<file path="config.mk">
export PLATFORM = sky130hd
export DESIGN_NAME = sha256_stream_hasher_top
export DESIGN_NICKNAME = d
export VERILOG_FILES = /design/src/sha_pkg.sv /design/src/sha_ctrl.sv /design/src/sha_dpath.sv /design/src/sha256_stream_hasher_top.sv
export SDC_FILE = /design/constraint.sdc
export NUM_CORES = 2
export LEC_CHECK = 0
export BUFFER_PORTS_ARGS = -buffer_cell sky130_fd_sc_hd__buf_2
export CORE_MARGIN = 8
export CORE_UTILIZATION = 50
export DETAILED_ROUTE_END_ITERATION = 10
export GPL_TIMING_DRIVEN = 0
export PLACE_DENSITY = 0.69
export SLEW_MARGIN = 20
export SYNTH_ARGS = -nofsm -noshare
export SYNTH_HDL_FRONTEND = slang
export SYNTH_HIERARCHICAL = 1
export SYNTH_SLANG_ARGS = --single-unit
</file>
<file path="constraint.sdc">
create_clock -name i_clk -period 73.6 [get_ports i_clk]
set_input_delay 14.72 -clock i_clk [delete_from_list [all_inputs] [get_ports i_clk]]
set_output_delay 14.72 -clock i_clk [all_outputs]
set_load 0.005 [all_outputs]
</file>
<file path="src/sha_pkg.sv">
`default_nettype none
package sha_pkg;

    localparam int unsigned NumRounds = 64;

    typedef logic [31:0] t_word;

    typedef enum logic [3:0] {
        ST_IDLE,
        ST_LOAD,
        ST_ROUND,
        ST_ADD,
        ST_PAD80,
        ST_PADZ,
        ST_PADLEN,
        ST_DIGEST,
        ST_OUT
    } t_state;

    // controller to datapath
    typedef struct packed {
        logic       absorb;      // write input byte to buffer, count it
        logic       init_chain;  // load initial words, clear counts
        logic       start_comp;  // copy chain to working words
        logic       round;       // one compression round
        logic       add_chain;   // fold working words into chain
        logic       pad_byte;    // write a pad byte at fill position
        logic       pad_80;      // pad byte is 0x80 (else zero)
        logic       put_len;     // write length into the last 8 bytes
        logic       load_digest; // latch chain as second message (32 bytes)
        logic       clear_fill;  // reset fill count after compression
    } t_cmd;

    // datapath to controller
    typedef struct packed {
        logic [6:0] fill;
        logic       round_last;
    } t_stat;

    localparam t_word InitWords [8] = '{
        32'h6a09e667, 32'hbb67ae85, 32'h3c6ef372, 32'ha54ff53a,
        32'h510e527f, 32'h9b05688c, 32'h1f83d9ab, 32'h5be0cd19
    };

    localparam t_word RoundK [NumRounds] = '{
        32'h428a2f98, 32'h71374491, 32'hb5c0fbcf, 32'he9b5dba5,
        32'h3956c25b, 32'h59f111f1, 32'h923f82a4, 32'hab1c5ed5,
        32'hd807aa98, 32'h12835b01, 32'h243185be, 32'h550c7dc3,
        32'h72be5d74, 32'h80deb1fe, 32'h9bdc06a7, 32'hc19bf174,
        32'he49b69c1, 32'hefbe4786, 32'h0fc19dc6, 32'h240ca1cc,
        32'h2de92c6f, 32'h4a7484aa, 32'h5cb0a9dc, 32'h76f988da,
        32'h983e5152, 32'ha831c66d, 32'hb00327c8, 32'hbf597fc7,
        32'hc6e00bf3, 32'hd5a79147, 32'h06ca6351, 32'h14292967,
        32'h27b70a85, 32'h2e1b2138, 32'h4d2c6dfc, 32'h53380d13,
        32'h650a7354, 32'h766a0abb, 32'h81c2c92e, 32'h92722c85,
        32'ha2bfe8a1, 32'ha81a664b, 32'hc24b8b70, 32'hc76c51a3,
        32'hd192e819, 32'hd6990624, 32'hf40e3585, 32'h106aa070,
        32'h19a4c116, 32'h1e376c08, 32'h2748774c, 32'h34b0bcb5,
        32'h391c0cb3, 32'h4ed8aa4a, 32'h5b9cca4f, 32'h682e6ff3,
        32'h748f82ee, 32'h78a5636f, 32'h84c87814, 32'h8cc70208,
        32'h90befffa, 32'ha4506ceb, 32'hbef9a3f7, 32'hc67178f2
    };

    localparam logic [7:0] PadMark = 8'h80;

    function automatic t_word rotr(input t_word x, input int unsigned n);
        rotr = (x >> n) | (x << (32 - n));
    endfunction

endpackage
`default_nettype wire

</file>
<file path="src/sha_ctrl.sv">
`default_nettype none
module sha_ctrl
    import sha_pkg::*;
(
    input  wire logic  i_clk,
    input  wire logic  i_rst_n,
    input  wire logic  i_hash_twice,
    input  wire logic  i_in_fire,
    input  wire logic  i_has_byte,
    input  wire logic  i_eom,
    input  wire logic  i_out_free,
    input  wire t_stat i_stat,
    output t_cmd       o_cmd,
    output logic       o_in_ready,
    output logic       o_out_load,
    output logic [2:0] o_out_idx
);

    t_state r_state, n_state;
    logic r_second, n_second;   // second pass of a double hash is running
    logic r_eom, n_eom;         // message close is pending
    logic r_padded, n_padded;   // 0x80 mark already written
    logic r_final, n_final;     // current compression is the length block
    logic [2:0] r_idx, n_idx;

    always_ff @(posedge i_clk) begin
        if (!i_rst_n) begin
            r_state  <= ST_IDLE;
            r_second <= 1'b0;
            r_eom    <= 1'b0;
            r_padded <= 1'b0;
            r_final  <= 1'b0;
            r_idx    <= '0;
        end else begin
            r_state  <= n_state;
            r_second <= n_second;
            r_eom    <= n_eom;
            r_padded <= n_padded;
            r_final  <= n_final;
            r_idx    <= n_idx;
        end
    end

    always_comb begin
        n_state    = r_state;
        n_second   = r_second;
        n_eom      = r_eom;
        n_padded   = r_padded;
        n_final    = r_final;
        n_idx      = r_idx;
        o_cmd      = '0;
        o_in_ready = 1'b0;
        o_out_load = 1'b0;
        o_out_idx  = r_idx;
        case (r_state)
            ST_IDLE: begin
                o_in_ready = 1'b1;
                if (i_in_fire) begin
                    o_cmd.absorb = i_has_byte;
                    n_final = 1'b0;
                    n_eom   = i_eom;
                    if (i_has_byte && i_stat.fill == 7'd63) begin
                        n_state = ST_LOAD;
                    end else if (i_eom) begin
                        n_state = ST_PAD80;
                    end
                end
            end
            ST_LOAD: begin
                o_cmd.start_comp = 1'b1;
                n_state = ST_ROUND;
            end
            ST_ROUND: begin
                o_cmd.round = 1'b1;
                if (i_stat.round_last) begin
                    n_state = ST_ADD;
                end
            end
            ST_ADD: begin
                o_cmd.add_chain  = 1'b1;
                o_cmd.clear_fill = 1'b1;
                if (r_final) begin
                    n_state = ST_DIGEST;
                end else if (r_padded) begin
                    // padding spilled into a second block
                    n_state = ST_PADZ;
                end else if (r_eom) begin
                    n_state = ST_PAD80;
                end else begin
                    n_state = ST_IDLE;
                end
            end
            ST_PAD80: begin
                o_cmd.pad_byte = 1'b1;
                o_cmd.pad_80   = 1'b1;
                n_padded = 1'b1;
                n_state  = ST_PADZ;
            end
            ST_PADZ: begin
                // zero fill up to the length field or to a full block
                if (i_stat.fill == 7'd56) begin
                    n_state = ST_PADLEN;
                end else if (i_stat.fill == 7'd64) begin
                    n_state = ST_LOAD;
                end else begin
                    o_cmd.pad_byte = 1'b1;
                end
            end
            ST_PADLEN: begin
                o_cmd.put_len = 1'b1;
                n_final  = 1'b1;
                n_padded = 1'b0;
                n_state  = ST_LOAD;
            end
            ST_DIGEST: begin
                n_final = 1'b0;
                if (i_hash_twice && !r_second) begin
                    o_cmd.load_digest = 1'b1;
                    n_second = 1'b1;
                    n_state  = ST_PAD80;
                end else begin
                    n_idx   = '0;
                    n_state = ST_OUT;
                end
            end
            ST_OUT: begin
                if (i_out_free) begin
                    o_out_load = 1'b1;
                    n_idx = r_idx + 3'd1;
                    if (r_idx == 3'd7) begin
                        o_cmd.init_chain = 1'b1;
                        n_second = 1'b0;
                        n_eom    = 1'b0;
                        n_state  = ST_IDLE;
                    end
                end
            end
            default: n_state = ST_IDLE;
        endcase
    end

endmodule
`default_nettype wire

</file>
<file path="src/sha_dpath.sv">
`default_nettype none
module sha_dpath
    import sha_pkg::*;
(
    input  wire logic       i_clk,
    input  wire logic       i_rst_n,
    input  wire t_cmd       i_cmd,
    input  wire logic [7:0] i_byte,
    input  wire logic [2:0] i_out_idx,
    output t_stat           o_stat,
    output t_word           o_digest_word
);

    t_word r_chain [8];
    t_word r_work [8];
    t_word r_win [16];
    t_word r_blk [16];          // block buffer, big-endian words
    logic [6:0] r_fill;
    logic [63:0] r_len;
    logic [5:0] r_round;

    // byte write port, shared by absorb and padding
    logic [5:0] wr_addr;
    logic [7:0] wr_data;
    logic       wr_en;
    always_comb begin
        wr_addr = r_fill[5:0];
        wr_data = i_cmd.pad_80 ? PadMark : (i_cmd.absorb ? i_byte : 8'h00);
        wr_en   = i_cmd.absorb || i_cmd.pad_byte;
    end

    // message word for this round
    t_word w_in, w_sched, w_cur, s0w, s1w;
    t_word sg1, sg0, t1, t2, ch, maj;
    always_comb begin
        w_in = r_blk[r_round[3:0]];
        s1w = rotr(r_win[14], 17) ^ rotr(r_win[14], 19) ^ (r_win[14] >> 10);
        s0w = rotr(r_win[1], 7) ^ rotr(r_win[1], 18) ^ (r_win[1] >> 3);
        w_sched = s1w + r_win[9] + s0w + r_win[0];
        w_cur = (r_round < 6'd16) ? w_in : w_sched;
        sg1 = rotr(r_work[4], 6) ^ rotr(r_work[4], 11) ^ rotr(r_work[4], 25);
        sg0 = rotr(r_work[0], 2) ^ rotr(r_work[0], 13) ^ rotr(r_work[0], 22);
        ch  = (r_work[4] & r_work[5]) ^ (~r_work[4] & r_work[6]);
        maj = (r_work[0] & r_work[1]) ^ (r_work[0] & r_work[2]) ^ (r_work[1] & r_work[2]);
        t1 = r_work[7] + sg1 + ch + RoundK[r_round] + w_cur;
        t2 = sg0 + maj;
    end

    // block buffer: byte lane writes, length words, digest reload
    always_ff @(posedge i_clk) begin
        if (wr_en) begin
            r_blk[wr_addr[5:2]][{~wr_addr[1:0], 3'b000} +: 8] <= wr_data;
        end
        if (i_cmd.put_len) begin
            r_blk[14] <= r_len[63:32];
            r_blk[15] <= r_len[31:0];
        end
        if (i_cmd.load_digest) begin
            for (int j = 0; j < 8; j++) r_blk[j] <= r_chain[j];
        end
    end

    // counters and chain
    always_ff @(posedge i_clk) begin
        if (!i_rst_n) begin
            r_fill  <= '0;
            r_len   <= '0;
            r_round <= '0;
            for (int j = 0; j < 8; j++) r_chain[j] <= InitWords[j];
        end else begin
            if (wr_en) r_fill <= r_fill + 7'd1;
            if (i_cmd.absorb) r_len <= r_len + 64'd8;
            if (i_cmd.clear_fill) r_fill <= '0;
            if (i_cmd.round) r_round <= r_round + 6'd1;
            if (i_cmd.add_chain) begin
                for (int j = 0; j < 8; j++) r_chain[j] <= r_chain[j] + r_work[j];
            end
            if (i_cmd.load_digest) begin
                // second message: 32 bytes, 256 bits
                r_fill <= 7'd32;
                r_len  <= 64'd256;
                for (int j = 0; j < 8; j++) r_chain[j] <= InitWords[j];
            end
            if (i_cmd.init_chain) begin
                r_fill <= '0;
                r_len  <= '0;
                for (int j = 0; j < 8; j++) r_chain[j] <= InitWords[j];
            end
        end
    end

    // working words and schedule window (shift register)
    always_ff @(posedge i_clk) begin
        if (i_cmd.start_comp) begin
            for (int j = 0; j < 8; j++) r_work[j] <= r_chain[j];
        end
        if (i_cmd.round) begin
            r_work[7] <= r_work[6];
            r_work[6] <= r_work[5];
            r_work[5] <= r_work[4];
            r_work[4] <= r_work[3] + t1;
            r_work[3] <= r_work[2];
            r_work[2] <= r_work[1];
            r_work[1] <= r_work[0];
            r_work[0] <= t1 + t2;
            for (int j = 0; j < 15; j++) r_win[j] <= r_win[j + 1];
            r_win[15] <= w_cur;
        end
    end

    assign o_stat.fill       = r_fill;
    assign o_stat.round_last = (r_round == 6'(NumRounds - 1));
    assign o_digest_word     = r_chain[i_out_idx];

endmodule
`default_nettype wire

</file>
<file path="src/sha256_stream_hasher_top.sv">
// Channel  | Dir | tdata                         | tuser / tlast
// s_axis   | in  | [7:0] data_byte               | tuser has_byte, tlast end_of_message
// m_axis   | out | [31:0] digest_word            | tuser [2:0] word_index, tlast last_word
// cfg      | in  | i_cfg_wdata[0] hash_twice     | i_cfg_we
// One byte per cycle while a block fills; the 64th byte starts a compression
// (load, 64 rounds, chain add) before the next byte is taken.
// A close with n buffered bytes pads (n above 55 spills into a second block), compresses,
// then makes the digest decision. hash_twice adds padding of the digest, one more
// compression and one more decision; then eight words leave one per cycle while the
// output is free. Input is held off from a close until word 7 is loaded.
// Reset is synchronous, active low; the block buffer is not cleared. A stalled output
// holds the word; the controller waits for the output register to drain.
`default_nettype none
module sha256_stream_hasher_top
    import sha_pkg::*;
(
    input  wire logic        i_clk,
    input  wire logic        i_rst_n,
    input  wire logic        i_cfg_we,
    input  wire logic        i_cfg_wdata,
    input  wire logic        s_axis_tvalid,
    output logic             s_axis_tready,
    input  wire logic [7:0]  s_axis_tdata,   // [7:0] data_byte
    input  wire logic        s_axis_tuser,   // [0] has_byte
    input  wire logic        s_axis_tlast,   // end_of_message
    output logic             m_axis_tvalid,
    input  wire logic        m_axis_tready,
    output logic [31:0]      m_axis_tdata,   // [31:0] digest_word
    output logic [2:0]       m_axis_tuser,   // [2:0] word_index
    output logic             m_axis_tlast    // last_word
);

    logic  r_hash_twice;
    t_cmd  cmd;
    t_stat stat;
    logic  in_fire, out_load, out_free;
    logic [2:0] out_idx;
    t_word digest_word;

    // config register
    always_ff @(posedge i_clk) begin
        if (!i_rst_n) r_hash_twice <= 1'b0;
        else if (i_cfg_we) r_hash_twice <= i_cfg_wdata;
    end

    assign in_fire  = s_axis_tvalid && s_axis_tready;
    assign out_free = !m_axis_tvalid || m_axis_tready;

    sha_ctrl u_ctrl (
        .i_clk        (i_clk),
        .i_rst_n      (i_rst_n),
        .i_hash_twice (r_hash_twice),
        .i_in_fire    (in_fire),
        .i_has_byte   (s_axis_tuser),
        .i_eom        (s_axis_tlast),
        .i_out_free   (out_free),
        .i_stat       (stat),
        .o_cmd        (cmd),
        .o_in_ready   (s_axis_tready),
        .o_out_load   (out_load),
        .o_out_idx    (out_idx)
    );

    sha_dpath u_dpath (
        .i_clk         (i_clk),
        .i_rst_n       (i_rst_n),
        .i_cmd         (cmd),
        .i_byte        (s_axis_tdata),
        .i_out_idx     (out_idx),
        .o_stat        (stat),
        .o_digest_word (digest_word)
    );

    // output register
    always_ff @(posedge i_clk) begin
        if (!i_rst_n) begin
            m_axis_tvalid <= 1'b0;
        end else if (out_load) begin
            m_axis_tvalid <= 1'b1;
        end else if (m_axis_tready) begin
            m_axis_tvalid <= 1'b0;
        end
    end

    always_ff @(posedge i_clk) begin
        if (out_load) begin
            m_axis_tdata <= digest_word;
            m_axis_tuser <= out_idx;
            m_axis_tlast <= (out_idx == 3'd7);
        end
    end

endmodule
`default_nettype wire

</file>
==> results.yml <==
run_status:
  outcome: "complete, no violations"
critical_path:
  path_class: "in2reg"
  slowest_stage: "nor2_1"
  cell_chain_of_the_critical_path: "buf_2, nand2b_4, and3_1, o21ai_1, buf_4, nand2_1, nor2_1, clkbuf_1, clkbuf_1, nand2_1"
  cpPeakStageDelay_ps: 750
  path_delay_family: "buffers and inverters"
  worstPathRequired_ps: 74120
  worst-path-max-fanout: 10
  timing.critical_path.arrival_ps: 18670
  timing.critical_path.buf_inv: 4
  critPathCaptureType: "flop"
  crit_path_start_kind: "input port"
grt:
  grt_first_pass_wirelength_um: 475200
  grt_max_degree: 58
  initial_antenna_violation_count: 22
  grt_pass1_vias: 64359
  grt_use_total_pct: 33.83
  global_route.overflow_total: 0
layout:
  design.final.nets: 8373
  multiInputGateArea_mm2: 0.04149
  final_util_pct: 55.80
  layout_cells_sized_above_1_pct: 13.28
  synthToLayoutAreaGrowth_pct: 11.09
  filler_cell_count: 15084
  register_area_mm2: 0.04740
floorplanning:
  die_w_um: 444.4
  core_mm2: 0.1827
  boundaryPins: 54
  die_height_um: 444.4
  die_area_mm2: 0.1975
  initial_core_util_pct: 50.23
  std_cell_rows: 157
logic_synthesis:
  syn-num-nets: 8070
  synthesis.area_mm2: 0.09177
  synthesis.area_per_instance_um2: 12.30
  synth.area.top_cells: "edfxtp_1 (46%), mux4_2 (5.7%), dfxtp_1 (5.5%)"
  synth-seq-area-share_pct: 51.65
  yosysWarnings: 6
  synthArstFlopShare_pct: 0
  yosysTopAreaCell: "edfxtp_1"
  synth_enable_flop_cells: 1409
  synth-seq-cells: 1663
  yosysUniqueCellTypes: 105
  synth_flop_cell: "edfxtp_1"
  synthCells: 7460
  yosys.area.top_type_share_pct: 46.11
route:
  drt-total-wl_um: 344400
  route.detailed.drc: 0
  route.antenna.remaining_nets: 0
  route.detailed.wl_per_inst_um: 33.39
  drt-initial-drc-count: 9079
  num_vias: 66786
  drt_pre_antenna_iters: 6
  avgViaCountPerCell: 6.474
timing:
  max_slew.worst_pin.slew_ps: 1361
  setup_repair_after_global_routing_missed_its_margin: "false"
  setup_viol_count_final: 0
  fmax_mhz: 55.10
  final_skew_ps: 70.61
  final_max_slew_viol_count: 0
  timing.final.ws_setup_ps: 55450
  post-route-period-util_pct: 24.66
  hold_violations: 0
  relSlewSlack_pct: 8.626
  final.min_clock_period_ps: 18150
  fin_setup_tns_ps: 0
placement:
  detailedPlacementHpwl_um: 268800
  gpl.final_weighted_congestion: 1.087
  pre_cts_slack_ps: 54730
  port_buffers: 53
power:
  vdd_ir_drop_max_uv: 29.52
  cellPowerDensity_mw_per_mm2: 31.24
  p_leak_nw: 38.60
hold_path:
  min_path_type: "reg2reg"
clocking:
  cts_setup_buffers: 0
  clkLatencyLatePin_ps: 850
  cts-buffers-inserted: 175
  cts.reportedPaths.clkPinSlew_ps: 60
  hold_buffers: 0
  clock_tree.htree_level_count: 4
  ctsRootBufferMaster: "clkbuf_16"
  cts_tree: "built"
  cts_buffer_depth: 3
  post_cts_resized: 0
  clock-sinks: 1663
flow_run:
  cap_violations: 0
power breakdown:
part	switching, W	total (W)	internal [W]
clock network	0.000387	0.000900	0.000513
logic	0.000779	0.00124	0.000458
registers	0.0000138	0.00105	0.00103
total	0.00118	0.00318	0.00200
layer usage:
| layer | wire length, um | vias up | global-route usage, % |
|---|---|---|---|
| met1 | 124400 | 33225 | 42.33 |
| met4 | 33040 | 4 | 25.84 |
| met2 | 148600 | 4318 | 50.63 |
| li1 | - | 28140 | - |
| met5 | 27 | - | 0 |
| met3 | 38390 | 1099 | 8.390 |
sequential cells by signal (all words and copies together) (netlist names), named ones only:
register	flops
u_ctrl/r_padded	1
u_dpath/r_work	256
u_dpath/r_len	61
u_ctrl/r_second	1
u_ctrl/o_out_idx	3
m_axis_tlast	1
u_dpath/r_blk	512
u_dpath/r_fill	7
r_hash_twice	1
u_dpath/r_win	512
u_dpath/r_chain	256
u_ctrl/r_eom	1
m_axis_tuser	3
u_ctrl/r_state	4
m_axis_tdata	32
u_ctrl/r_final	1
u_dpath/r_round	6
m_axis_tvalid	1
cells by family (layout without fill, tap and decap cells):
family / Yosys count / after routing / synth area share [%]
AOI/OAI and AO/OA: 1780 / 1780 / 12.48
DFF: 1663 / 1663 / 51.65
xor gates and xnor gates: 632 / 632 / 6.040
and+or+nand+nor: 1430 / 1430 / 7.253
other: 0 / 16 / 0
buffers and inverters: 815 / 1270 / 3.384
adders and majority gates: 599 / 599 / 9.749
muxes: 541 / 541 / 9.443
worst paths after layout:
path	endpoint	from	cells after the start	slack (ps)
setup reg to reg	u_dpath/r_work[0][31]	flop	37	60490
setup / recovery	u_dpath/r_chain[1][28]	m_axis_tready	10	55450
hold reg to reg	u_dpath/r_win[6][4]	u_dpath/r_win[7][4]	0	380
hold / removal	u_dpath/r_win[6][4]	u_dpath/r_win[7][4]	0	380
through the flow:
stage	instances	cell area [um2]	hold WS (ps)	total power (W)
4_1_cts	10300	101900	401.5	0.003137
3_3_place_gp	9898	95020	400.3	0.002222
2_1_floorplan	7460	91770	400.3	0.001862
5_1_grt	10301	101900	394.4	0.003309
6_report	10316	101900	381.6	0.003185
3_5_place_dp	9971	96030	404.5	0.002236
Yosys cell counts, types with 11 or more instances:
cell,instances
o21bai_1,53
xor2_1,210
a21boi_0,17
a211o_1,12
o211ai_1,25
nand2_1,467
mux4_2,231
edfxtp_1,1409
dfxtp_1,254
nand2b_1,61
a21oi_1,423
o221ai_1,17
nand4_1,34
a22oi_1,32
xnor2_1,421
nor2b_1,66
nor3_1,89
or2_2,14
o21ai_1,25
a21o_1,444
nor3b_1,11
a211oi_1,35
a31oi_1,40
mux2i_1,22
and3_1,43
buf_1,52
ha_1,399
a311oi_1,14
and2_1,27
nand3_1,121
o21a_1,54
o31ai_1,23
nor2_1,410
mux2_2,287
fa_1,195
inv_1,462
or3_1,40
a221o_1,27
clkbuf_1,291
o21ai_0,418
cell type report:
class	count	share of cell area, %
diodes	16	0.03927
plain buffers	352	1.392
clock buffers	231	4.712
clock inverters	98	1.003
inverters	463	1.715
multi-input cells	4982	40.70
flip-flops and latches	1663	46.49
well taps	2385	2.927
repair buffers	126	1.019
worst reg2reg max path: cells and delay by family (launching register included):
family / cells / cell delay [ps]
flip-flops: 1 / 570
AO/OA/AOI/OAI: 13 / 3860
multiplexers: 2 / 960
XOR/XNOR: 3 / 1560
adder cells (fa/ha/maj): 6 / 2680
AND/OR/NAND/NOR: 5 / 470
buffers and inverters: 8 / 2740
cells in the final DEF, fill, tap and decap left out, types with 195 or more instances in the layout:
master,n
nor2_1,398
xnor2_1,409
mux2_2,287
a21o_1,444
clkbuf_1,307
mux4_2,231
inv_1,461
dfxtp_1,254
o21ai_0,403
edfxtp_1,1409
xor2_1,206
ha_1,399
nand2_1,467
fa_1,195
a21oi_1,423
Power figures use the tool's default switching activity.
